[src/hdl/mono_framebuffer_span_engine_top_assert.svh]
// Assertion macros shared by the span engine.
// Every check is sampled on the rising edge of clk and is off while arst_n is low.
`ifndef MONO_FRAMEBUFFER_SPAN_ENGINE_TOP_ASSERT_SVH
`define MONO_FRAMEBUFFER_SPAN_ENGINE_TOP_ASSERT_SVH

// The consequent must hold in the same cycle as the antecedent.
`define FBSE_CHECK_NOW(lbl, ante, cons, msg) \
	lbl: assert property (@(posedge clk) disable iff (!arst_n) (ante) |-> (cons)) \
		else $error(msg);

// The consequent must hold in the cycle after the antecedent.
`define FBSE_CHECK_NEXT(lbl, ante, cons, msg) \
	lbl: assert property (@(posedge clk) disable iff (!arst_n) (ante) |=> (cons)) \
		else $error(msg);

`endif

[src/hdl/fbse_pkg.sv]
package fbse_pkg;

	// Screen geometry and store size.
	localparam int SCREEN_WIDTH  = 84;
	localparam int SCREEN_HEIGHT = 48;
	localparam int PAGE_COUNT    = (SCREEN_HEIGHT + 7) / 8;
	localparam int STORE_BYTES   = SCREEN_WIDTH * PAGE_COUNT;
	localparam int ADDR_W        = $clog2(STORE_BYTES);
	localparam int XW            = 7;
	localparam int YW            = 6;
	localparam int PAGE_W        = YW - 3;

	localparam logic [XW-1:0]     X_LIMIT    = XW'(SCREEN_WIDTH);
	localparam logic [YW-1:0]     Y_LIMIT    = YW'(SCREEN_HEIGHT);
	localparam logic [ADDR_W-1:0] ADDR_LIMIT = ADDR_W'(STORE_BYTES);
	localparam logic [ADDR_W-1:0] ADDR_LAST  = ADDR_W'(STORE_BYTES - 1);
	localparam logic [ADDR_W-1:0] ROW_STEP   = ADDR_W'(SCREEN_WIDTH);
	localparam logic [7:0]        FILL_HATCH = 8'hAA;

	// Command codes.
	localparam logic [2:0] ACT_PLOT  = 3'd0;
	localparam logic [2:0] ACT_HSPAN = 3'd1;
	localparam logic [2:0] ACT_VSPAN = 3'd2;
	localparam logic [2:0] ACT_FILL  = 3'd3;
	localparam logic [2:0] ACT_READ  = 3'd4;

	// Colour codes.
	localparam logic [2:0] COL_WHITE  = 3'd0;
	localparam logic [2:0] COL_BLACK  = 3'd1;
	localparam logic [2:0] COL_INVERT = 3'd2;
	localparam logic [2:0] COL_HATCH1 = 3'd3;
	localparam logic [2:0] COL_HATCH2 = 3'd4;
	localparam logic [2:0] COL_HATCH3 = 3'd5;

	// Configuration register indexes.
	localparam logic [2:0] REG_HATCH1_ODD  = 3'd0;
	localparam logic [2:0] REG_HATCH1_EVEN = 3'd1;
	localparam logic [2:0] REG_HATCH2_ODD  = 3'd2;
	localparam logic [2:0] REG_HATCH2_EVEN = 3'd3;
	localparam logic [2:0] REG_HATCH3_ODD  = 3'd4;
	localparam logic [2:0] REG_HATCH3_EVEN = 3'd5;

	// Byte operation applied to each store byte.
	typedef enum logic [2:0] {
		OP_SET,
		OP_CLR,
		OP_XOR,
		OP_PAT,
		OP_HATCH,
		OP_READ
	} op_t;

	// Hatch patterns, indexed by register index.
	typedef logic [5:0][7:0] hatch_set_t;

	// Read word and write activity handed from the engine to the top level.
	typedef struct packed {
		logic       load;
		logic [7:0] data;
		logic       wr_active;
	} fbse_res_t;

	// Base address of a page.
	function automatic logic [ADDR_W-1:0] page_base(input logic [PAGE_W-1:0] page);
		return ADDR_W'(32'(page) * SCREEN_WIDTH);
	endfunction

endpackage

[src/hdl/fbse_ram.sv]
module fbse_ram #(
	parameter int DEPTH = 504,
	parameter int WIDTH = 8
) (
	input  logic                     clk,
	input  logic                     we,
	input  logic [$clog2(DEPTH)-1:0] waddr,
	input  logic [WIDTH-1:0]         wdata,
	input  logic                     re,
	input  logic [$clog2(DEPTH)-1:0] raddr,
	output logic [WIDTH-1:0]         rdata
);

	logic [WIDTH-1:0] mem [DEPTH];

	// One write port and one registered read port; read data holds between reads.
	always_ff @(posedge clk) begin
		if (we) begin
			mem[waddr] <= wdata;
		end
		if (re) begin
			rdata <= mem[raddr];
		end
	end

endmodule

[src/hdl/fbse_engine.sv]
module fbse_engine (
	input  logic                  clk,
	input  logic                  arst_n,
	input  logic                  in_valid,
	output logic                  in_ready,
	input  logic [2:0]            action,
	input  logic [6:0]            x_start,
	input  logic [6:0]            x_end,
	input  logic [5:0]            y_start,
	input  logic [5:0]            y_end,
	input  logic [2:0]            color,
	input  logic [8:0]            byte_index,
	input  fbse_pkg::hatch_set_t  hatch,
	input  logic                  slot_free,
	output fbse_pkg::fbse_res_t   res
);

	typedef enum logic [3:0] {
		ST_CLEAR = 4'b0001,
		ST_IDLE  = 4'b0010,
		ST_RD    = 4'b0100,
		ST_WR    = 4'b1000
	} state_t;

	state_t state_q;

	logic [fbse_pkg::ADDR_W-1:0] addr_q;
	logic [fbse_pkg::ADDR_W-1:0] cnt_q;
	logic                        vert_q;
	logic                        first_q;
	logic                        par_q;
	fbse_pkg::op_t               op_q;
	logic [7:0]                  top_q;
	logic [7:0]                  bot_q;
	logic [7:0]                  mid_q;
	logic [7:0]                  pat_q;

	// Decoded command.
	logic                        j_go;
	fbse_pkg::op_t               j_op;
	logic [fbse_pkg::ADDR_W-1:0] j_addr;
	logic [fbse_pkg::ADDR_W-1:0] j_cnt;
	logic                        j_vert;
	logic                        j_par;
	logic [7:0]                  j_top;
	logic [7:0]                  j_bot;
	logic [7:0]                  j_mid;
	logic [7:0]                  j_pat;

	logic [6:0]    x_lo, x_hi;
	logic [5:0]    y_lo, y_hi;
	logic          xs_ok, xe_ok, ys_ok, ye_ok;
	logic [7:0]    y_bit;
	logic [7:0]    v_top, v_bot;
	logic [1:0]    h_sel;
	logic [7:0]    v_pat;
	fbse_pkg::op_t plot_op;

	logic          accept;
	logic          ram_we, ram_re;
	logic [fbse_pkg::ADDR_W-1:0] ram_waddr;
	logic [7:0]    ram_wdata, ram_rdata;
	logic [7:0]    mask_cur, new_byte;
	logic          last;

	assign accept   = in_valid && in_ready;
	assign in_ready = (state_q == ST_IDLE);

	// Ordered ends, range checks and the shared masks.
	always_comb begin
		x_lo    = (x_start < x_end) ? x_start : x_end;
		x_hi    = (x_start < x_end) ? x_end : x_start;
		y_lo    = (y_start < y_end) ? y_start : y_end;
		y_hi    = (y_start < y_end) ? y_end : y_start;
		xs_ok   = x_start < fbse_pkg::X_LIMIT;
		xe_ok   = x_end < fbse_pkg::X_LIMIT;
		ys_ok   = y_start < fbse_pkg::Y_LIMIT;
		ye_ok   = y_end < fbse_pkg::Y_LIMIT;
		y_bit   = 8'h80 >> y_start[2:0];
		v_top   = 8'hFF >> y_lo[2:0];
		v_bot   = 8'hFF << (3'd7 - y_hi[2:0]);
		h_sel   = 2'(color - fbse_pkg::COL_HATCH1);
		v_pat   = hatch[{h_sel, ~x_start[0]}];
		if (color == fbse_pkg::COL_BLACK) begin
			plot_op = fbse_pkg::OP_SET;
		end else if (color == fbse_pkg::COL_HATCH1) begin
			plot_op = fbse_pkg::OP_HATCH;
		end else begin
			plot_op = fbse_pkg::OP_CLR;
		end
	end

	// Turn one command into a run of byte operations.
	always_comb begin
		j_go   = 1'b0;
		j_op   = fbse_pkg::OP_SET;
		j_addr = fbse_pkg::page_base(y_start[5:3]) + fbse_pkg::ADDR_W'(x_start);
		j_cnt  = '0;
		j_vert = 1'b0;
		j_par  = x_start[0] ^ y_start[0];
		j_top  = y_bit;
		j_bot  = y_bit;
		j_mid  = y_bit;
		j_pat  = 8'h00;
		case (action)
			fbse_pkg::ACT_PLOT: begin
				j_go = xs_ok && ys_ok;
				j_op = plot_op;
			end
			fbse_pkg::ACT_HSPAN: begin
				if (xs_ok && xe_ok && ys_ok) begin
					if (x_lo == x_hi) begin
						j_go = 1'b1;
						j_op = plot_op;
					end else begin
						j_addr = fbse_pkg::page_base(y_start[5:3])
							+ fbse_pkg::ADDR_W'(x_lo);
						j_cnt  = fbse_pkg::ADDR_W'(x_hi - x_lo);
						j_par  = x_lo[0] ^ y_start[0];
						j_go   = 1'b1;
						case (color)
							fbse_pkg::COL_BLACK:  j_op = fbse_pkg::OP_SET;
							fbse_pkg::COL_WHITE:  j_op = fbse_pkg::OP_CLR;
							fbse_pkg::COL_INVERT: j_op = fbse_pkg::OP_XOR;
							fbse_pkg::COL_HATCH1: j_op = fbse_pkg::OP_HATCH;
							default:              j_go = 1'b0;
						endcase
					end
				end
			end
			fbse_pkg::ACT_VSPAN: begin
				j_addr = fbse_pkg::page_base(y_lo[5:3]) + fbse_pkg::ADDR_W'(x_start);
				j_cnt  = fbse_pkg::ADDR_W'(y_hi[5:3] - y_lo[5:3]);
				j_vert = 1'b1;
				j_top  = v_top;
				j_bot  = v_bot;
				j_mid  = 8'hFF;
				j_pat  = v_pat;
				j_go   = xs_ok && ys_ok && ye_ok && (y_lo != y_hi);
				case (color)
					fbse_pkg::COL_BLACK:  j_op = fbse_pkg::OP_SET;
					fbse_pkg::COL_WHITE:  j_op = fbse_pkg::OP_CLR;
					fbse_pkg::COL_INVERT: j_op = fbse_pkg::OP_XOR;
					fbse_pkg::COL_HATCH1,
					fbse_pkg::COL_HATCH2,
					fbse_pkg::COL_HATCH3: begin
						j_op = fbse_pkg::OP_PAT;
						if (v_pat == 8'h00) begin
							j_go = 1'b0;
						end
					end
					default: j_go = 1'b0;
				endcase
			end
			fbse_pkg::ACT_FILL: begin
				j_addr = '0;
				j_cnt  = fbse_pkg::ADDR_LAST;
				j_top  = 8'hFF;
				j_bot  = 8'hFF;
				j_mid  = 8'hFF;
				j_pat  = fbse_pkg::FILL_HATCH;
				j_go   = 1'b1;
				case (color)
					fbse_pkg::COL_BLACK:  j_op = fbse_pkg::OP_SET;
					fbse_pkg::COL_WHITE:  j_op = fbse_pkg::OP_CLR;
					fbse_pkg::COL_INVERT: j_op = fbse_pkg::OP_XOR;
					fbse_pkg::COL_HATCH1: j_op = fbse_pkg::OP_PAT;
					default:              j_go = 1'b0;
				endcase
			end
			fbse_pkg::ACT_READ: begin
				j_addr = byte_index;
				j_op   = fbse_pkg::OP_READ;
				j_go   = byte_index < fbse_pkg::ADDR_LIMIT;
			end
			default: j_go = 1'b0;
		endcase
	end

	// Mask of the current byte and its modified value.
	always_comb begin
		last = (cnt_q == '0);
		if (first_q && last) begin
			mask_cur = top_q & bot_q;
		end else if (first_q) begin
			mask_cur = top_q;
		end else if (last) begin
			mask_cur = bot_q;
		end else begin
			mask_cur = mid_q;
		end
		case (op_q)
			fbse_pkg::OP_SET:   new_byte = ram_rdata | mask_cur;
			fbse_pkg::OP_CLR:   new_byte = ram_rdata & ~mask_cur;
			fbse_pkg::OP_XOR:   new_byte = ram_rdata ^ mask_cur;
			fbse_pkg::OP_PAT:   new_byte = (ram_rdata & ~mask_cur) | (pat_q & mask_cur);
			fbse_pkg::OP_HATCH: new_byte = par_q ? (ram_rdata | mask_cur)
				: (ram_rdata & ~mask_cur);
			default:            new_byte = ram_rdata;
		endcase
	end

	// Memory port control: clearing pass, then read followed by write-back.
	always_comb begin
		ram_re    = (state_q == ST_RD);
		ram_we    = 1'b0;
		ram_waddr = addr_q;
		ram_wdata = new_byte;
		if (state_q == ST_CLEAR) begin
			ram_we    = 1'b1;
			ram_wdata = 8'h00;
		end else if (state_q == ST_WR && op_q != fbse_pkg::OP_READ) begin
			ram_we = 1'b1;
		end
	end

	assign res.load      = (state_q == ST_WR) && (op_q == fbse_pkg::OP_READ) && slot_free;
	assign res.data      = ram_rdata;
	assign res.wr_active = ram_we;

	fbse_ram #(
		.DEPTH(fbse_pkg::STORE_BYTES),
		.WIDTH(8)
	) u_ram (
		.clk   (clk),
		.we    (ram_we),
		.waddr (ram_waddr),
		.wdata (ram_wdata),
		.re    (ram_re),
		.raddr (addr_q),
		.rdata (ram_rdata)
	);

	// Sequencer state and byte address.
	always_ff @(posedge clk or negedge arst_n) begin
		if (!arst_n) begin
			state_q <= ST_CLEAR;
			addr_q  <= '0;
		end else begin
			case (state_q)
				ST_CLEAR: begin
					addr_q <= addr_q + fbse_pkg::ADDR_W'(1);
					if (addr_q == fbse_pkg::ADDR_LAST) begin
						state_q <= ST_IDLE;
					end
				end
				ST_IDLE: begin
					if (accept && j_go) begin
						addr_q  <= j_addr;
						state_q <= ST_RD;
					end
				end
				ST_RD: begin
					state_q <= ST_WR;
				end
				ST_WR: begin
					if (op_q == fbse_pkg::OP_READ) begin
						if (slot_free) begin
							state_q <= ST_IDLE;
						end
					end else if (last) begin
						state_q <= ST_IDLE;
					end else begin
						addr_q  <= addr_q + (vert_q ? fbse_pkg::ROW_STEP
							: fbse_pkg::ADDR_W'(1));
						state_q <= ST_RD;
					end
				end
				default: state_q <= ST_IDLE;
			endcase
		end
	end

	// Command payload and per-byte progress.
	always_ff @(posedge clk) begin
		if (state_q == ST_IDLE && accept) begin
			op_q    <= j_op;
			cnt_q   <= j_cnt;
			vert_q  <= j_vert;
			first_q <= 1'b1;
			par_q   <= j_par;
			top_q   <= j_top;
			bot_q   <= j_bot;
			mid_q   <= j_mid;
			pat_q   <= j_pat;
		end else if (state_q == ST_WR && op_q != fbse_pkg::OP_READ && !last) begin
			cnt_q   <= cnt_q - fbse_pkg::ADDR_W'(1);
			first_q <= 1'b0;
			par_q   <= ~par_q;
		end
	end

endmodule

[src/hdl/mono_framebuffer_span_engine_top.sv]
// A read command's word is read from the store and then loaded into the output register;
// it is held back while an earlier word still waits at the output.
// Each byte is read and then written back through the single store memory, so a new
// command is taken only after the last byte of the current one is written back.
// A vertical span touches up to 6 bytes, one per page, and a fill all 504 store bytes.
// Reset clears the control logic, reloads the hatch registers, and then a clearing
// pass zeroes all 504 store bytes before the first command is taken.
module mono_framebuffer_span_engine_top (
	input  logic       clk,
	input  logic       arst_n,
	input  logic       in_valid,
	output logic       in_ready,
	input  logic [2:0] action,
	input  logic [6:0] x_start,
	input  logic [6:0] x_end,
	input  logic [5:0] y_start,
	input  logic [5:0] y_end,
	input  logic [2:0] color,
	input  logic [8:0] byte_index,
	output logic       out_valid,
	input  logic       out_ready,
	output logic [7:0] read_data,
	input  logic       cfg_valid,
	output logic       cfg_ready,
	input  logic [2:0] cfg_index,
	input  logic [7:0] cfg_data
);

	fbse_pkg::hatch_set_t hatch_q;
	fbse_pkg::fbse_res_t  res;
	logic                 out_valid_q;
	logic [7:0]           read_data_q;
	logic                 slot_free;

	assign cfg_ready = 1'b1;
	assign slot_free = !out_valid_q || out_ready;
	assign out_valid = out_valid_q;
	assign read_data = read_data_q;

	// Hatch pattern registers.
	always_ff @(posedge clk or negedge arst_n) begin
		if (!arst_n) begin
			hatch_q[fbse_pkg::REG_HATCH1_ODD]  <= 8'hAA;
			hatch_q[fbse_pkg::REG_HATCH1_EVEN] <= 8'h55;
			hatch_q[fbse_pkg::REG_HATCH2_ODD]  <= 8'h88;
			hatch_q[fbse_pkg::REG_HATCH2_EVEN] <= 8'h22;
			hatch_q[fbse_pkg::REG_HATCH3_ODD]  <= 8'h44;
			hatch_q[fbse_pkg::REG_HATCH3_EVEN] <= 8'h11;
		end else if (cfg_valid && cfg_ready) begin
			case (cfg_index)
				fbse_pkg::REG_HATCH1_ODD:  hatch_q[fbse_pkg::REG_HATCH1_ODD]  <= cfg_data;
				fbse_pkg::REG_HATCH1_EVEN: hatch_q[fbse_pkg::REG_HATCH1_EVEN] <= cfg_data;
				fbse_pkg::REG_HATCH2_ODD:  hatch_q[fbse_pkg::REG_HATCH2_ODD]  <= cfg_data;
				fbse_pkg::REG_HATCH2_EVEN: hatch_q[fbse_pkg::REG_HATCH2_EVEN] <= cfg_data;
				fbse_pkg::REG_HATCH3_ODD:  hatch_q[fbse_pkg::REG_HATCH3_ODD]  <= cfg_data;
				fbse_pkg::REG_HATCH3_EVEN: hatch_q[fbse_pkg::REG_HATCH3_EVEN] <= cfg_data;
				default: ;
			endcase
		end
	end

	fbse_engine u_engine (
		.clk        (clk),
		.arst_n     (arst_n),
		.in_valid   (in_valid),
		.in_ready   (in_ready),
		.action     (action),
		.x_start    (x_start),
		.x_end      (x_end),
		.y_start    (y_start),
		.y_end      (y_end),
		.color      (color),
		.byte_index (byte_index),
		.hatch      (hatch_q),
		.slot_free  (slot_free),
		.res        (res)
	);

	// Output register holding the read word until it is taken.
	always_ff @(posedge clk or negedge arst_n) begin
		if (!arst_n) begin
			out_valid_q <= 1'b0;
		end else if (res.load) begin
			out_valid_q <= 1'b1;
		end else if (out_ready) begin
			out_valid_q <= 1'b0;
		end
	end

	always_ff @(posedge clk) begin
		if (res.load) begin
			read_data_q <= res.data;
		end
	end

	`include "mono_framebuffer_span_engine_top_assert.svh"

	`FBSE_CHECK_NEXT(a_word_held, out_valid && !out_ready, out_valid && $stable(read_data), "read word not held")
	`FBSE_CHECK_NOW(a_no_write_when_ready, res.wr_active, !in_ready, "store written while commands are taken")
	`FBSE_CHECK_NOW(a_no_overwrite, res.load, !out_valid_q || out_ready, "pending read word overwritten")

endmodule

[config.mk]
export PLATFORM = sky130hd
export DESIGN_NAME = mono_framebuffer_span_engine_top
export DESIGN_NICKNAME = d
export VERILOG_FILES = /design/src/hdl/fbse_pkg.sv /design/src/hdl/fbse_ram.sv /design/src/hdl/fbse_engine.sv /design/src/hdl/mono_framebuffer_span_engine_top.sv
export VERILOG_INCLUDE_DIRS = /design/src /design/src/hdl
export SDC_FILE = /design/constraint.sdc
export NUM_CORES = 2
export LEC_CHECK = 0
export BUFFER_PORTS_ARGS = -buffer_cell sky130_fd_sc_hd__buf_2
export CORE_ASPECT_RATIO = 0.9
export CORE_UTILIZATION = 30
export DETAILED_ROUTE_END_ITERATION = 16
export SKIP_LAST_GASP = 1
export SLEW_MARGIN = 10
export SYNTH_ARGS = -nofsm -noshare
export SYNTH_HDL_FRONTEND = slang
export SYNTH_HIERARCHICAL = 1
export SYNTH_SLANG_ARGS = --single-unit
[constraint.sdc]
create_clock -name clk -period 19.5 [get_ports clk]
set_clock_uncertainty 0.05 [all_clocks]
set_input_delay 3.9 -clock clk [delete_from_list [all_inputs] [get_ports clk]]
set_output_delay 3.9 -clock clk [all_outputs]
set_load 0.02 [all_outputs]
# After elaboration in Yosys (flattened, before gate mapping)
# Memory sizes are Yosys's and may differ from the RTL's. A register that Yosys moved wholly into a read port is not among the register bits.
# Index checks and enable logic that the tools add are counted.
[classes]
add_sub_neg = 10
mul = 2
div = 0
magnitude_cmp = 8
eq_ne = 32
shift = 3
n_mux = 60
n_bitwise = 11
reduce_logical = 37
[ops]
columns = ["operator", "n"]
rows = [
  ["9-bit two-way mux", 9],
  ["9-bit one-hot mux with 3 select lines", 2],
  ["8-bit two-way mux", 6],
  ["8-bit one-hot mux with 2 select lines", 3],
  ["8-bit one-hot mux with 5 select lines", 1],
  ["9-bit one-hot mux with 4 select lines", 1],
  ["9-bit by 7-bit adder with 9-bit output", 3],
  ["8-bit AND", 3],
  ["8-bit binary-select mux with 3-bit select", 1],
  ["3-bit by 2-bit equality test with 1-bit output, second input constant", 8],
  ["3-bit equality test, second input constant", 7],
  ["7-bit two-way mux", 3],
  ["1-bit two-way mux", 16],
  ["4-bit two-way mux", 4],
  ["8-bit OR", 2],
  ["4-bit one-hot mux with 4 select lines", 1],
  ["8-bit by 3-bit >> shifter with 8-bit output, first input constant", 2],
  ["3-bit two-way mux", 5],
  ["3-bit one-hot mux with 5 select lines", 1],
  ["7-bit < comparator, second input constant", 2],
  ["3-bit by 5-bit multiplier with 7-bit output, second input constant", 2],
  ["1-bit logical AND", 13],
  ["3-bit by 1-bit equality test with 1-bit output, second input constant", 4],
  ["3-bit zero test", 4],
  ["other kinds (44)", 60],
]
[word_totals]
register_bits = 117
latchBits = 0
ram_bits = 4032
rom_bits = 0
in_bits = 57
output_inout_bits = 11
word_cells = 183
memories = 1
[memory_table]
columns = ["name", "words", "word_bits", "rd", "rd_clocked_by_memory_dff", "wr", "line", "source"]
rows = [
  ["u_engine.u_ram.mem", 504, 8, 1, 1, 1, "fbse_ram.sv:14", "logic [WIDTH-1:0] mem [DEPTH];"],
]

# Depth between registers and ports, before layout
[logic_depth]
word_depth = 10
mapped_depth = 18
ltp_nobuf = 17

# By module
# Netlist, hierarchy kept.
[modules_own_cells]
columns = ["module", "n_inst", "cells_each", "area_per_inst_um2", "seq_area_each_um2"]
rows = [
  ["fbse_ram", 1, 7358, 157308.4, 121316.4],
  ["fbse_engine", 1, 793, 6852.8, 1727.9],
  ["mono_framebuffer_span_engine_top", 1, 118, 2169.6, 1486.4],
]

# Worst setup path after synthesis
# OpenSTA, ideal clock, no wires.
[synth_timing]
kind = "register to register"
from = "register u_engine/cnt_q[0] in the netlist's numbering"
to = "memory u_engine.u_ram.mem[0][0] (data pin)"
setup_time_ps = 3206
t_arrival_ps = 17028
required_time_ps = 16244
setup_slack_ps = -784
path_stages_with_launch = 11
path_buffers = 1
synth_period_minus_slack_ps = 20284
cell_sequence = "edfxtp_1 -> inv_1 -> ha_1 -> or4b_1 -> or2_2 -> nand2b_1 -> buf_2 -> o221ai_1 -> nor2_1 -> a31oi_1 -> a31oi_1"
[synth_between]
elab_chain_cells = 9
elab_cells_between_ends = 14
cone_classes = "mux (6); bitwise (6); reduce/logical (2)"
[synth_lines]
columns = ["item", "line", "source"]
rows = [
  ["start, declared", "fbse_engine.sv:28", "logic [fbse_pkg::ADDR_W-1:0] cnt_q;"],
  ["start signal, assigned", "fbse_engine.sv:278", "cnt_q <= j_cnt;"],
  ["start signal, assigned", "fbse_engine.sv:287", "cnt_q <= cnt_q - fbse_pkg::ADDR_W'(1);"],
  ["9-bit zero test *", "fbse_engine.sv:182", "last = (cnt_q == '0);"],
  ["8-bit two-way mux", "fbse_engine.sv:187", "end else if (last) begin"],
  ["8-bit two-way mux", "fbse_engine.sv:185", "end else if (first_q) begin"],
  ["8-bit two-way mux *", "fbse_engine.sv:183", "if (first_q && last) begin"],
  ["8-bit NOT", "fbse_engine.sv:194, fbse_engine.sv:196, fbse_engine.sv:198", ""],
  ["8-bit AND", "fbse_engine.sv:194, fbse_engine.sv:196, fbse_engine.sv:198", ""],
  ["8-bit two-way mux / 8-bit OR (equally long branches)", "fbse_engine.sv:197, fbse_engine.sv:196", ""],
  ["8-bit one-hot mux with 5 select lines *", "fbse_engine.sv:192", "case (op_q)"],
  ["8-bit two-way mux *", "fbse_engine.sv:209", "if (state_q == ST_CLEAR) begin"],
  ["via u_engine.ram_wdata[0]", "fbse_engine.sv:62", "logic [7:0] ram_wdata, ram_rdata;"],
  ["end, declared", "fbse_ram.sv:14", ""],
]
# The timed path passes the listed nets; every way through them passes the cells marked *.

# Worst setup path after layout
[layout_timing]
from = "input port y_start[2]"
to = "register u_engine/addr_q[8] in the netlist's numbering"
[layout_between]
elab_chain_cells = 10
elab_cells_between_ends = 22
cone_classes = "add/sub (1); mul (1); order compare (2); eq/ne (2); mux (10); reduce/logical (6)"
[layout_lines]
columns = ["item", "line", "source"]
rows = [
  ["start, declared", "mono_framebuffer_span_engine_top.sv:16", "input logic [5:0] y_start,"],
  ["parallel branches: the longest is 10 deep, another holds 9-bit by 7-bit adder with 9-bit output", "-", ""],
  ["end signal, assigned", "fbse_engine.sv:242", "addr_q <= addr_q + fbse_pkg::ADDR_W'(1);"],
  ["end signal, assigned", "fbse_engine.sv:249", "addr_q <= j_addr;"],
  ["end signal, assigned", "fbse_engine.sv:264", "addr_q <= addr_q + (vert_q ? fbse_pkg::ROW_STEP"],
  ["end, declared", "fbse_engine.sv:27", "logic [fbse_pkg::ADDR_W-1:0] addr_q;"],
]
# Several ways; the timed one is not identified. The select of a mux whose other input is x is not followed.
# A chain may end at the register's enable or synchronous reset.

==> results summary <==
Timing would allow up to around 130 MHz. The number of antenna-violating nets in the routed design is 0. The number of remaining DRC errors is 0. The worst-case headroom to the max-slew limit came out at roughly 16%.

Subtracting the final worst setup slack from the clock period gives 7.65 ns. The fraction of power spent switching nets is 33.9%. The maximum fanout along the worst path came out at 14. The area added between synthesis and finish came out at 13.0%. TritonCTS built the clock tree. The clock transition at the registers of the reported paths came out at 0.06 ns.

The portion of total power attributed to the clock network came out at 27.9%. Dividing the detail-routed wire length by the instance count gives 28.5 um. The cell internal power dissipation is 18.5 mW.

The largest voltage drop on the vdd net came out at 0.119 mV. The die outline area is 0.557 mm^2. The worst setup path is captured at a register. The x dimension of the die is between 700 and 800 um. Broken down by cell family, the worst path's largest delay share belongs to compound AO/OA/AOI/OAI gates.

Counting the buffers created by CTS gives 408. The clock network latency to the later pin of the worst-skew pair is 0.98 ns. The final number of max-transition violations is 0. In this run the power density over the cells is 149 mW/mm^2.

The share of the clock period used by the worst path came out at 39.2%. Setup repair after global routing left no endpoint under its margin. The detailed placement HPWL came out at 282000 um.

The number of clock sinks is between 4000 and 5000. Setup violations remaining at the end of the flow were counted as 0. The yosys synthesis warning count came out at 6. The initial utilization of the core area, before any placement, comes to a little under a third. Synthesis handed over a netlist of 8268 instances.

The min-delay analysis places its worst path in the category reg2reg. The pre-antenna-repair detailed-routing pass consisted of 6 iterations. The setup total negative slack is 0 ns. The number of buffer and inverter instances along the worst setup path is 1.

The H-tree level count came out at 5. The number of DRC markers in iteration 0 is 11000. The post-layout instance area is 0.188 mm^2. The die is 708 um tall. The worst setup path is launched from an input port.

For this block, the routed nets add up to 459000 um of wire. At the worst endpoint, the arrival time is 8.48 ns. For the pin with the worst max-slew slack, the measured transition is 1.26 ns. The post-place instance area is 0.175 mm^2. The number of nets produced by synthesis came out at 8391. The total of hold buffers inserted after clock tree synthesis is 0. The synthesized netlist occupies a cell area of 0.166 mm^2.

The tool flagged a number of max-cap violations equal to 0. The cell at the root of the clock tree is sky130_fd_sc_hd__clkbuf_16. For this design the total switching power over the nets is 9.47 mW.

In this run, post-CTS repair resized a total of 0 instances. The wire length of the first global-routing pass is 651000 um. The dominant cell type by count on the critical path is sky130_fd_sc_hd__ha_1. The net count reported at finish is 8565. The core area is approximately 0.55 mm^2.

The overflow left after global routing is 0. Across all layers, the routed design uses 86400 vias. The critical path start-end classification is in2reg. The worst stage delay on the critical path is approximately 0.76 ns.

The sequential group share of total power is 40.4%. The fraction of power consumed by combinational cells came out at 31.7%. The count of standard-cell rows is 259. On the critical path, the stage with the largest delay is an instance of sky130_fd_sc_hd__nor2_1. Walking the worst path, the cells encountered are buf_2, ha_1, o21ai_0, a211oi_1, nor2_1, o21ai_0, ha_1, ha_1, ha_1, a21oi_1, nor2b_1, o21ai_0, xnor3_1, nand2_1, a221oi_2. The run finished with clean final reports. Entering global routing, the biggest net connects 190 pins. The count of input and output buffers came out at 66. The internal reg-to-reg setup slack is 12.58 ns. The share of layout cells above drive strength 1 came out at 22.3%. The synthesized area divided by synthesized cell count is 20.1 um^2.

Using the TritonRoute via totals, the vias-per-cell ratio works out to 5.36. The number of top-level pins is slightly below 70. For this design the static power due to leakage is roughly 58 nW. The total track usage is 15.9%. Once the clock tree was built, the setup fixing pass inserted 0 buffers. The final hold violation count is 0. The clock passes through at most 4 buffers. The via count of the first global-routing pass is about 85000. The weighted congestion reported at the end of routability-driven placement came out at 0.863. The required time of the worst setup path is 20.33 ns.

The initial antenna violation count is 37.
==> power by group through the flow <==
stage | Clock (mW) | Combinational [mW] | Sequential [mW]
after floorplan | 0 | 5.46 | 12.2
after global placement | 0 | 8.67 | 11.5
after global routing | 8.24 | 9.23 | 11.3
after detailed placement | 0 | 8.81 | 11.5
final | 7.80 | 8.87 | 11.3
after CTS | 7.91 | 8.83 | 11.3
==> per-stage QoR <==
step	total power, mW	instances	setup slack, ns	utilization [%]	hold WS (ns)
detailed placement	20.3	15300	11.10	31.6	0.441
global route	28.8	16100	11.68	34.0	0.473
finish	28.0	16100	11.85	34.0	0.454
floorplan	17.6	8268	2.99	-	0.407
CTS	28.0	16100	12.08	34.0	0.455
global placement	20.1	15300	11.17	31.6	0.432
==> sequential cells by signal, summed over array words and instances (netlist names), 9 cells and up <==
signal and cells:
hatch_q 48, u_engine/u_ram/mem 4032, u_engine/addr_q 9, u_engine/cnt_q 9
==> cells in the final DEF, fill, tap and decap left out, drive strengths merged, types with 114 or more instances in the layout <==
cell    instances
mux4          935
clkinv        203
clkbuf        492
o22ai         114
o21ai         141
edfxtp       4094
nor2          653
a21oi         190
buf           260
nand2         186
o221ai        156
mux2i         439
==> path summary, 6_finish.rpt <==
path	startpoint	endpoint	cells past startpoint
worst max-delay path	y_start[2]	u_engine/addr_q[8]	15
worst min-delay path	hatch_q[27]	hatch_q[27]	1
worst max register to register	u_engine/addr_q[0]	u_engine/u_ram/rdata[7]	12
worst min register to register	hatch_q[27]	hatch_q[27]	1
max in group asynchronous	arst_n	u_engine/addr_q[4]	2
min in group asynchronous	arst_n	hatch_q[11]	2
==> worst register-to-register path: stages (launching register included) <==
cell	delay, ns
sky130_fd_sc_hd__dfrtp_4	0.68
sky130_fd_sc_hd__buf_4	0.67
sky130_fd_sc_hd__buf_4	0.66
sky130_fd_sc_hd__buf_4	0.72
sky130_fd_sc_hd__buf_4	0.77
sky130_fd_sc_hd__buf_4	0.81
sky130_fd_sc_hd__mux4_2	0.65
sky130_fd_sc_hd__mux4_2	0.56
sky130_fd_sc_hd__a22oi_1	0.37
sky130_fd_sc_hd__a21oi_1	0.20
sky130_fd_sc_hd__nor2_1	0.17
sky130_fd_sc_hd__nor2_1	0.06
sky130_fd_sc_hd__a311o_1	0.31
==> routing by layer <==
metal  up-vias  global-route usage [%]  part of all wire [%]  wire length (um)
met3       796                    3.75                    11             49000
li1      34700                       -                     -                 -
met5         -                       0                 0.032               146
met4        20                    4.44                   3.0             13900
met1     46100                    22.1                    40            184000
met2      4677                    25.1                    46            212000
==> layout make-up <==
cell class | instances | area, um^2
Antenna cell | 12 | 30.0
Clock buffer | 492 | 10600
Sequential cell | 4157 | 125000
Fill cell | 51000 | 365000
Timing Repair Buffer | 260 | 1940
Clock inverter | 260 | 2540
Inverter | 46 | 191
Multi-Input combinational cell | 3569 | 38900
Tap cell | 7308 | 9140
Note: power is estimated with default switching activity, not from simulation.
